## src/rtl/dri_pkg.sv

```systemverilog
// Package with field widths, mode codes and IEEE-754 double constants.
package dri_pkg;

  localparam int unsigned DataW = 64;
  localparam int unsigned FuncW = 2;
  localparam int unsigned ExpW  = 11;

  typedef enum logic [FuncW-1:0] {
    FUNC_TRUNC = 2'd0,
    FUNC_FLOOR = 2'd1,
    FUNC_CEIL  = 2'd2,
    FUNC_ROUND = 2'd3
  } func_t;

  localparam logic [DataW-1:0] SignBit  = 64'h8000_0000_0000_0000;
  localparam logic [DataW-1:0] OneBits  = 64'h3FF0_0000_0000_0000;
  localparam logic [ExpW-1:0]  ExpAll1  = 11'h7FF;
  localparam logic [ExpW-1:0]  ExpBias  = 11'd1023;
  localparam logic [ExpW-1:0]  ExpHalf  = 11'd1022;
  localparam logic [ExpW-1:0]  ExpInt   = 11'd1075;

endpackage

```

## src/rtl/dri_core.sv

```systemverilog
// Combinational rounding of one double to an integral value.
module dri_core (
  input  logic [1:0]  func,
  input  logic [63:0] value,
  output logic [63:0] result
);
  import dri_pkg::*;

  logic              sign;
  logic              mag_nz;
  logic [ExpW-1:0]   e;
  logic [5:0]        fb;
  logic [DataW-1:0]  unit;
  logic [DataW-1:0]  mask;
  logic [DataW-1:0]  frac;
  logic [DataW-1:0]  half;
  logic [DataW-1:0]  trunc_v;
  logic              up;

  assign sign    = value[63];
  assign mag_nz  = |value[62:0];
  assign e       = value[62:52];
  // Only 1 to 52 fraction bits matter here, so six bits of the distance suffice.
  assign fb      = 6'(ExpInt - e);
  assign unit    = 64'd1 << fb;
  assign mask    = unit - 64'd1;
  assign half    = unit >> 1;
  assign frac    = value & mask;
  assign trunc_v = value & ~mask;

  // Decide whether the truncated value steps up by one unit.
  always_comb begin
    case (func_t'(func))
      FUNC_FLOOR: up = sign && (frac != '0);
      FUNC_CEIL:  up = !sign && (frac != '0);
      FUNC_ROUND: up = (frac & half) != '0;
      default:    up = 1'b0;
    endcase
  end

  // Pick the result by magnitude class.
  always_comb begin
    if (e == ExpAll1 || e >= ExpInt) begin
      result = value;
    end else if (e < ExpBias) begin
      case (func_t'(func))
        FUNC_FLOOR: result = (sign && mag_nz) ? (SignBit | OneBits) : '0;
        FUNC_CEIL:  result = (!sign && mag_nz) ? OneBits : '0;
        FUNC_ROUND: begin
          if (e == ExpHalf) result = {sign, OneBits[62:0]};
          else result = (sign && mag_nz) ? SignBit : '0;
        end
        default:    result = '0;
      endcase
    end else begin
      result = up ? (trunc_v + unit) : trunc_v;
    end
  end

endmodule

```

## src/rtl/double_round_to_integral.sv

```systemverilog
// Top level of the double round-to-integral unit.
// Path from start to done: the input register, then the result register.
// Throughput: one item per cycle; busy is always low.
// The rounding logic between the two registers is a single shift, mask and add.
// Reset (rst_n low, synchronous) clears the valid flags; payload is not reset.
// done pulses for one cycle with the result; the receiver cannot stall.
module double_round_to_integral (
  input  logic                      clk,
  input  logic                      rst_n,
  input  logic                      start,
  output logic                      busy,
  input  logic [1:0]                in_func,
  input  logic [63:0]               in_value,
  output logic                      done,
  output logic [63:0]               out_result
);
  import dri_pkg::*;

  logic        in_vld_r;
  logic [1:0]  func_r;
  logic [63:0] value_r;
  logic        out_vld_r;
  logic [63:0] result_r;
  logic [63:0] result_nxt;

  assign busy = 1'b0;

  // Valid pipeline.
  always_ff @(posedge clk) begin
    if (!rst_n) begin
      in_vld_r  <= 1'b0;
      out_vld_r <= 1'b0;
    end else begin
      in_vld_r  <= start;
      out_vld_r <= in_vld_r;
    end
  end

  // Payload registers.
  always_ff @(posedge clk) begin
    func_r   <= in_func;
    value_r  <= in_value;
    result_r <= result_nxt;
  end

  dri_core u_core (
    .func   (func_r),
    .value  (value_r),
    .result (result_nxt)
  );

  assign done       = out_vld_r;
  assign out_result = result_r;

endmodule

```

## config.mk

```make
export PLATFORM = sky130hd
export DESIGN_NAME = double_round_to_integral
export DESIGN_NICKNAME = d
export VERILOG_FILES = /design/src/rtl/dri_pkg.sv /design/src/rtl/dri_core.sv /design/src/rtl/double_round_to_integral.sv
export SDC_FILE = /design/constraint.sdc
export NUM_CORES = 1
export LEC_CHECK = 0
export BUFFER_PORTS_ARGS = -buffer_cell sky130_fd_sc_hd__buf_2
export CORE_MARGIN = 5
export CORE_UTILIZATION = 40
export DETAILED_ROUTE_END_ITERATION = 12
export SETUP_SLACK_MARGIN = 0.4
export SLEW_MARGIN = 20
export SYNTH_ARGS = -nofsm -noshare
export SYNTH_HDL_FRONTEND = slang
export SYNTH_SLANG_ARGS = --single-unit
```

## constraint.sdc

```tcl
create_clock -name clk -period 7.1 [get_ports clk]
set_input_delay 0.71 -clock clk [delete_from_list [all_inputs] [get_ports clk]]
set_output_delay 0.71 -clock clk [all_outputs]
set_load 0.03 [all_outputs]
```

==> impl_metrics.env, run 1 <==
export IMPL_hold_violations=0
export IMPL_areaGrowthSynthToFinish_pct=14.2
export IMPL_status="finished clean"
export IMPL_drc=0
export IMPL_totalWireLength_um=62200
export IMPL_slowest_delay_ns=0.43
export IMPL_ys_ff_latch=132
export IMPL_cts_root_buf="clkbuf_16"
export IMPL_preCtsSetupSlack_ns=0.479
export IMPL_dieArea_um2=33400
export IMPL_setup_viol=0
export IMPL_power_density_nw_per_um2=194
export IMPL_syn_inst=1613
export IMPL_yosys_warnings=0
export IMPL_leakagePower_nw=5.71
export IMPL_switching_share=0.380
export IMPL_die_width_um=183
export IMPL_core_area_um2=29600
export IMPL_layout_commonest_cell="nor2_1"
export IMPL_drt_iter0_markers=2324
export IMPL_initial_core_util=0.404
export IMPL_dieHeight_um=183
export IMPL_ctsHoldBuffers=0
export IMPL_p_switching_mw=1.00
export IMPL_numCtsBuffers=17
export IMPL_post_route_cells_drive_above_1_share=0.175
export IMPL_io_pin_count=135
export IMPL_worstMarginPinSlew_ns=1.18
export IMPL_insertion_delay_ns=0.46
export IMPL_crit_fanout=24
export IMPL_synth_edff_count=0
export IMPL_layout_common_cells="153 x nor2_1, 150 x a21oi_1, 149 x nand2_1"
export IMPL_peakVddDrop_mv=0.169
export IMPL_power_total_mw=2.64
export IMPL_seq_power_share=0.324
export IMPL_slew_headroom=0.210
export IMPL_hpwl_um=48400
export IMPL_fin_setup_tns_ns=0
export IMPL_diodes=0
export IMPL_grt_pass1_wl_um=90100
export IMPL_internal_power_mw=1.64
export IMPL_vias_per_cell=6.59
export IMPL_drv_cap=0
export IMPL_grt_pass1_vias=13300
export IMPL_syn_area_per_cell_um2=7.39
export IMPL_required_ns=7.47
export IMPL_synthesis_nets=1735
export IMPL_synth_area_top_cells="dfxtp_1 22%, a21oi_1 6.4%, ha_1 5.6%"
export IMPL_finalInstanceArea_um2=13600
export IMPL_path_clk_slew_ns=0.06
export IMPL_rsz0062_at_grt="true"
export IMPL_start_kind="flip-flop"
export IMPL_cts_sinks=132
export IMPL_hold_path_class="input pin to flip-flop"
export IMPL_layout_setup_ws_ns=0.684
export IMPL_ant_nets=0
export IMPL_gp_congestion=1.02
export IMPL_fin_util=0.461
export IMPL_combPwrFrac=0.322
export IMPL_crit_family="compound AO/OA/AOI/OAI gates"
export IMPL_p_clk_frac=0.354
export IMPL_htreeDepth=4
export IMPL_final_setup_skew_ns=0.00756
export IMPL_cp_num_buf_inv=3
export IMPL_crit_chain="inv_1 -> ha_2 -> buf_4 -> nand2b_1 -> buf_4 -> nand2_1 -> nand2_1 -> nor3b_1 -> xor2_1 -> nor2_1 -> ha_1 -> a21o_1 -> a21o_1 -> a21oi_1 -> o21ai_0 -> a221o_1 -> a211oi_1 -> a21boi_0 -> o21ai_0 -> a21oi_1 -> xnor2_1 -> o221ai_1 -> o31ai_1"
export IMPL_slew_violations=0
export IMPL_placed_area_um2=12900
export IMPL_wire_per_inst_um=29.4
export IMPL_num_fill_cells=3096
export IMPL_critPathArrivalTime_ns=6.79
export IMPL_synth_top_area_share=0.222
export IMPL_nNetsFinal=1838
export IMPL_cp_slowest_cell="xor2_1"
export IMPL_grt_overflow=0
export IMPL_fin_crit_ns=6.42
export IMPL_drtPass1Iterations=8
export IMPL_synth_ff_type="dfxtp_1"
export IMPL_ys_seq_area_frac=0.222
export IMPL_grt_max_degree=44
export IMPL_yosys_area_top_type="dfxtp_1"
export IMPL_max_freq_mhz=156
export IMPL_row_count=63
export IMPL_worstSetupPathType="flip-flop to flip-flop"
export IMPL_io_buffers=133
export IMPL_vias=14000
export IMPL_fin_crit_sh=0.904
export IMPL_async_reset_ff_frac=0
export IMPL_antenna_found_initial=1
export IMPL_ys_types=120
export IMPL_cts_buffer_depth=2
export IMPL_mappedNetlistArea_um2=11900
export IMPL_cts_tree="yes"
export IMPL_critPathCaptureType="flip-flop"
export IMPL_grt_use_total=0.362
[layer usage]
layer,wire [um],GRT usage,vias to the layer above
met1,26600,0.502,6721
li1,-,-,6167
met5,0,0,-
met4,2620,0.144,0
met2,26100,0.532,921
met3,6830,0.0987,149
[per-stage QoR]
stage | instances | hold WS (ns)
6_report | 2119 | 0.342
2_1_floorplan | 1613 | 0.412
3_5_place_dp | 2083 | 0.432
5_1_grt | 2119 | 0.328
3_3_place_gp | 2083 | 0.417
4_1_cts | 2115 | 0.332
[path summary, 6_finish.rpt]
path,depth (start not counted),from,endpoint,slack (ns)
max,23,value_r[55],out_result[63],0.68
max reg2reg,23,value_r[55],out_result[63],0.68
min,1,in_value[41],value_r[41],0.34
min reg2reg,1,in_vld_r,done,0.44
[worst reg2reg max path, delay by kind of cell, from the launching register on]
| kind | cells | cell delay (ns) |
|---|---|---|
| and+or+nand+nor | 5 | 1.13 |
| xor gates and xnor gates | 2 | 0.74 |
| DFF | 1 | 0.32 |
| buffers and inverters | 3 | 0.68 |
| adders and majority gates | 2 | 0.84 |
| AOI/OAI and AO/OA | 11 | 2.62 |
[flip-flops by register name (all words and copies together), names as in the netlist]
register / count
value_r: 64
in_vld_r: 1
done: 1
func_r: 2
out_result: 64
[kinds of logic after synthesis]
| kind of cell | synth area share |
|---|---|
| compound gates | 0.346 |
| xor+xnor | 0.0639 |
| fa+ha+maj | 0.0564 |
| buf+inv | 0.0697 |
| flops | 0.222 |
| mux | 0.0129 |
| other cells | 0.000314 |
| simple gates | 0.229 |
[power by group through the flow]
stage | Sequential [mW] | Combinational (mW) | Clock [mW]
after floorplan | 0.914 | 0.472 | 0
after global placement | 0.869 | 0.822 | 0
after detailed placement | 0.867 | 0.814 | 0
after CTS | 0.852 | 0.819 | 0.946
after global routing | 0.859 | 0.894 | 0.983
final | 0.855 | 0.852 | 0.934
[final cells by class]
cell class                 instances  area (um^2)  area share
multi-input combinational       1302         8500       0.624
timing repair buffer             195         1130      0.0830
sequential                       132         2640       0.194
clock inverter                     9          126     0.00928
tap                              390          488      0.0358
clock buffer                      23          478      0.0351
inverter                          68          255      0.0187
[cells in the mapped netlist (9+ instances only)]
cell type  instances
nor2_1           153
a21oi_1          152
nand2_1          151
dfxtp_1          132
o21ai_0          106
inv_1             67
clkbuf_1          59
ha_1              53
xnor2_1           51
o22ai_1           39
a21o_1            37
xor2_1            36
nand3_1           32
and2_1            31
a31oi_1           30
buf_2             25
nor3_1            24
nand4_1           23
nor2b_1           21
nor4_1            19
o21ai_1           18
o21bai_1          17
a32oi_1           16
buf_4             16
a211oi_1          15
o221ai_1          15
and3_1            14
mux2i_1           12
nand2b_1          12
o31ai_1           12
a21boi_0          11
a22oi_1            9
buf_6              9
[repair_timing]
item	in CTS	in global routing
resized for setup	0	11
setup buffers	0	4
setup endpoints to repair	0	10
(Power assumes the default switching activity.)
==> run 2: changes to the inputs <==
Settings changed: PLACE_DENSITY from default to 0.69.
==> impl_metrics.env, run 2 (synthesis results as in run 1) <==
export IMPL_status="finished clean"
export IMPL_vias=14100
export IMPL_path_clk_slew_ns=0.07
export IMPL_leakagePower_nw=5.76
export IMPL_fin_crit_sh=0.907
export IMPL_drt_iter0_markers=2120
export IMPL_worst_path_stages=19
export IMPL_slew_violations=0
export IMPL_grt_overflow=0
export IMPL_crit_fanout=22
export IMPL_cp_num_buf_inv=1
export IMPL_layout_commonest_cell="nor2_1"
export IMPL_die_width_um=183
export IMPL_cts_tree="yes"
export IMPL_peakVddDrop_mv=0.186
export IMPL_row_count=63
export IMPL_fin_crit_ns=6.44
export IMPL_worstSetupPathType="flip-flop to flip-flop"
export IMPL_numCtsBuffers=17
export IMPL_grt_use_total=0.367
export IMPL_num_fill_cells=3091
export IMPL_cts_root_buf="clkbuf_16"
export IMPL_worst_r2r_path_depth=19
export IMPL_insertion_delay_ns=0.46
export IMPL_worstMarginPinSlew_ns=1.10
export IMPL_areaGrowthSynthToFinish_pct=15.0
export IMPL_layout_common_cells="153 x nor2_1, 151 x nand2_1, 151 x a21oi_1"
export IMPL_totalWireLength_um=63300
export IMPL_multi_input_area_um2=8490
export IMPL_holdPathStages=1
export IMPL_cts_sinks=132
export IMPL_wire_per_inst_um=29.8
export IMPL_gp_congestion=1.05
export IMPL_final_setup_skew_ns=0.0107
export IMPL_htreeDepth=4
export IMPL_drtPass1Iterations=5
export IMPL_ctsHoldBuffers=0
export IMPL_critPathArrivalTime_ns=6.82
export IMPL_io_pin_count=135
export IMPL_fin_setup_tns_ns=0
export IMPL_diodes=0
export IMPL_regArea_um2=2640
export IMPL_required_ns=7.49
export IMPL_rsz0062_at_grt="false"
export IMPL_grt_pass1_vias=13200
export IMPL_crit_family="simple AND/OR/NAND/NOR gates"
export IMPL_hold_path_class="input pin to flip-flop"
export IMPL_grt_pass1_wl_um=91100
export IMPL_post_route_cells_drive_above_1_share=0.178
export IMPL_layout_setup_ws_ns=0.662
export IMPL_ant_nets=0
export IMPL_nNetsFinal=1846
export IMPL_core_area_um2=29600
export IMPL_drc=0
export IMPL_dieHeight_um=183
export IMPL_cp_slowest_cell="o31ai_4"
export IMPL_antenna_found_initial=1
export IMPL_hold_violations=0
export IMPL_slew_headroom=0.268
export IMPL_drv_cap=0
export IMPL_io_buffers=133
export IMPL_hpwl_um=50000
export IMPL_max_freq_mhz=155
export IMPL_crit_chain="buf_4 -> nor3_2 -> o31ai_4 -> nand2_2 -> nor3b_1 -> xor2_1 -> nor2_1 -> ha_1 -> a32oi_1 -> o21ai_1 -> a31oi_1 -> or4b_4 -> a2111oi_4 -> nor2_2 -> o21ba_2 -> nor2_1 -> nor2_1 -> or4_1 -> a21oi_1"
export IMPL_rrSetupSlack_ns=0.66
export IMPL_cts_buffer_depth=2
export IMPL_initial_core_util=0.404
export IMPL_crit_top_cell="nor2_1"
export IMPL_start_kind="flip-flop"
export IMPL_power_density_nw_per_um2=192
export IMPL_preCtsSetupSlack_ns=0.594
export IMPL_dieArea_um2=33400
export IMPL_grt_max_degree=48
export IMPL_critPathCaptureType="flip-flop"
export IMPL_slowest_delay_ns=0.88
export IMPL_vias_per_cell=6.63
export IMPL_setup_viol=0
## run 2: power breakdown
group / switching, mW / total [mW] / internal [mW] / leakage (nW)
Clock: 0.373 / 0.915 / 0.542 / 0.280
Sequential: 0.0564 / 0.855 / 0.798 / 1.11
Combinational: 0.591 / 0.859 / 0.268 / 4.37
## run 2: path summary, 6_finish.rpt
| path | end | start |
|---|---|---|
| setup / recovery | out_result[58] | value_r[57] |
| hold reg to reg | done | in_vld_r |
| hold / removal | value_r[46] | in_value[46] |
| setup reg to reg | out_result[58] | value_r[57] |
## run 2: stage by stage
| step | instance area, um^2 | total power [mW] | cells | util | hold slack, ns |
|---|---|---|---|---|---|
| floorplan | 11900 | 1.39 | 1613 | - | 0.412 |
| global placement | 13100 | 1.70 | 2092 | 0.442 | 0.414 |
| detailed placement | 13100 | 1.69 | 2092 | 0.442 | 0.419 |
| CTS | 13700 | 2.60 | 2124 | 0.462 | 0.328 |
| global route | 13700 | 2.72 | 2127 | 0.464 | 0.331 |
| finish | 13700 | 2.63 | 2127 | 0.464 | 0.342 |
## run 2: routing by layer
metal | GRT usage | routed length (um) | up-vias
met5 | 0 | 11 | -
met4 | 0.174 | 3300 | 2
met2 | 0.530 | 26200 | 1005
li1 | - | - | 6184
met3 | 0.0853 | 6930 | 185
met1 | 0.514 | 26900 | 6716
## run 2: area by class of cell
| cell class | instances | area share |
|---|---|---|
| Clock inverter | 12 | 0.00949 |
| Clock buffer | 20 | 0.0340 |
| Multi-Input combinational cell | 1302 | 0.619 |
| Tap cell | 390 | 0.0356 |
| Inverter | 68 | 0.0186 |
| Sequential cell | 132 | 0.193 |
| Timing Repair Buffer | 203 | 0.0908 |
## run 2: what timing repair did
action                                  in CTS  in global routing
buffers inserted                             0                  3
resized for setup                            0                  9
endpoints found under the setup margin       0                 11
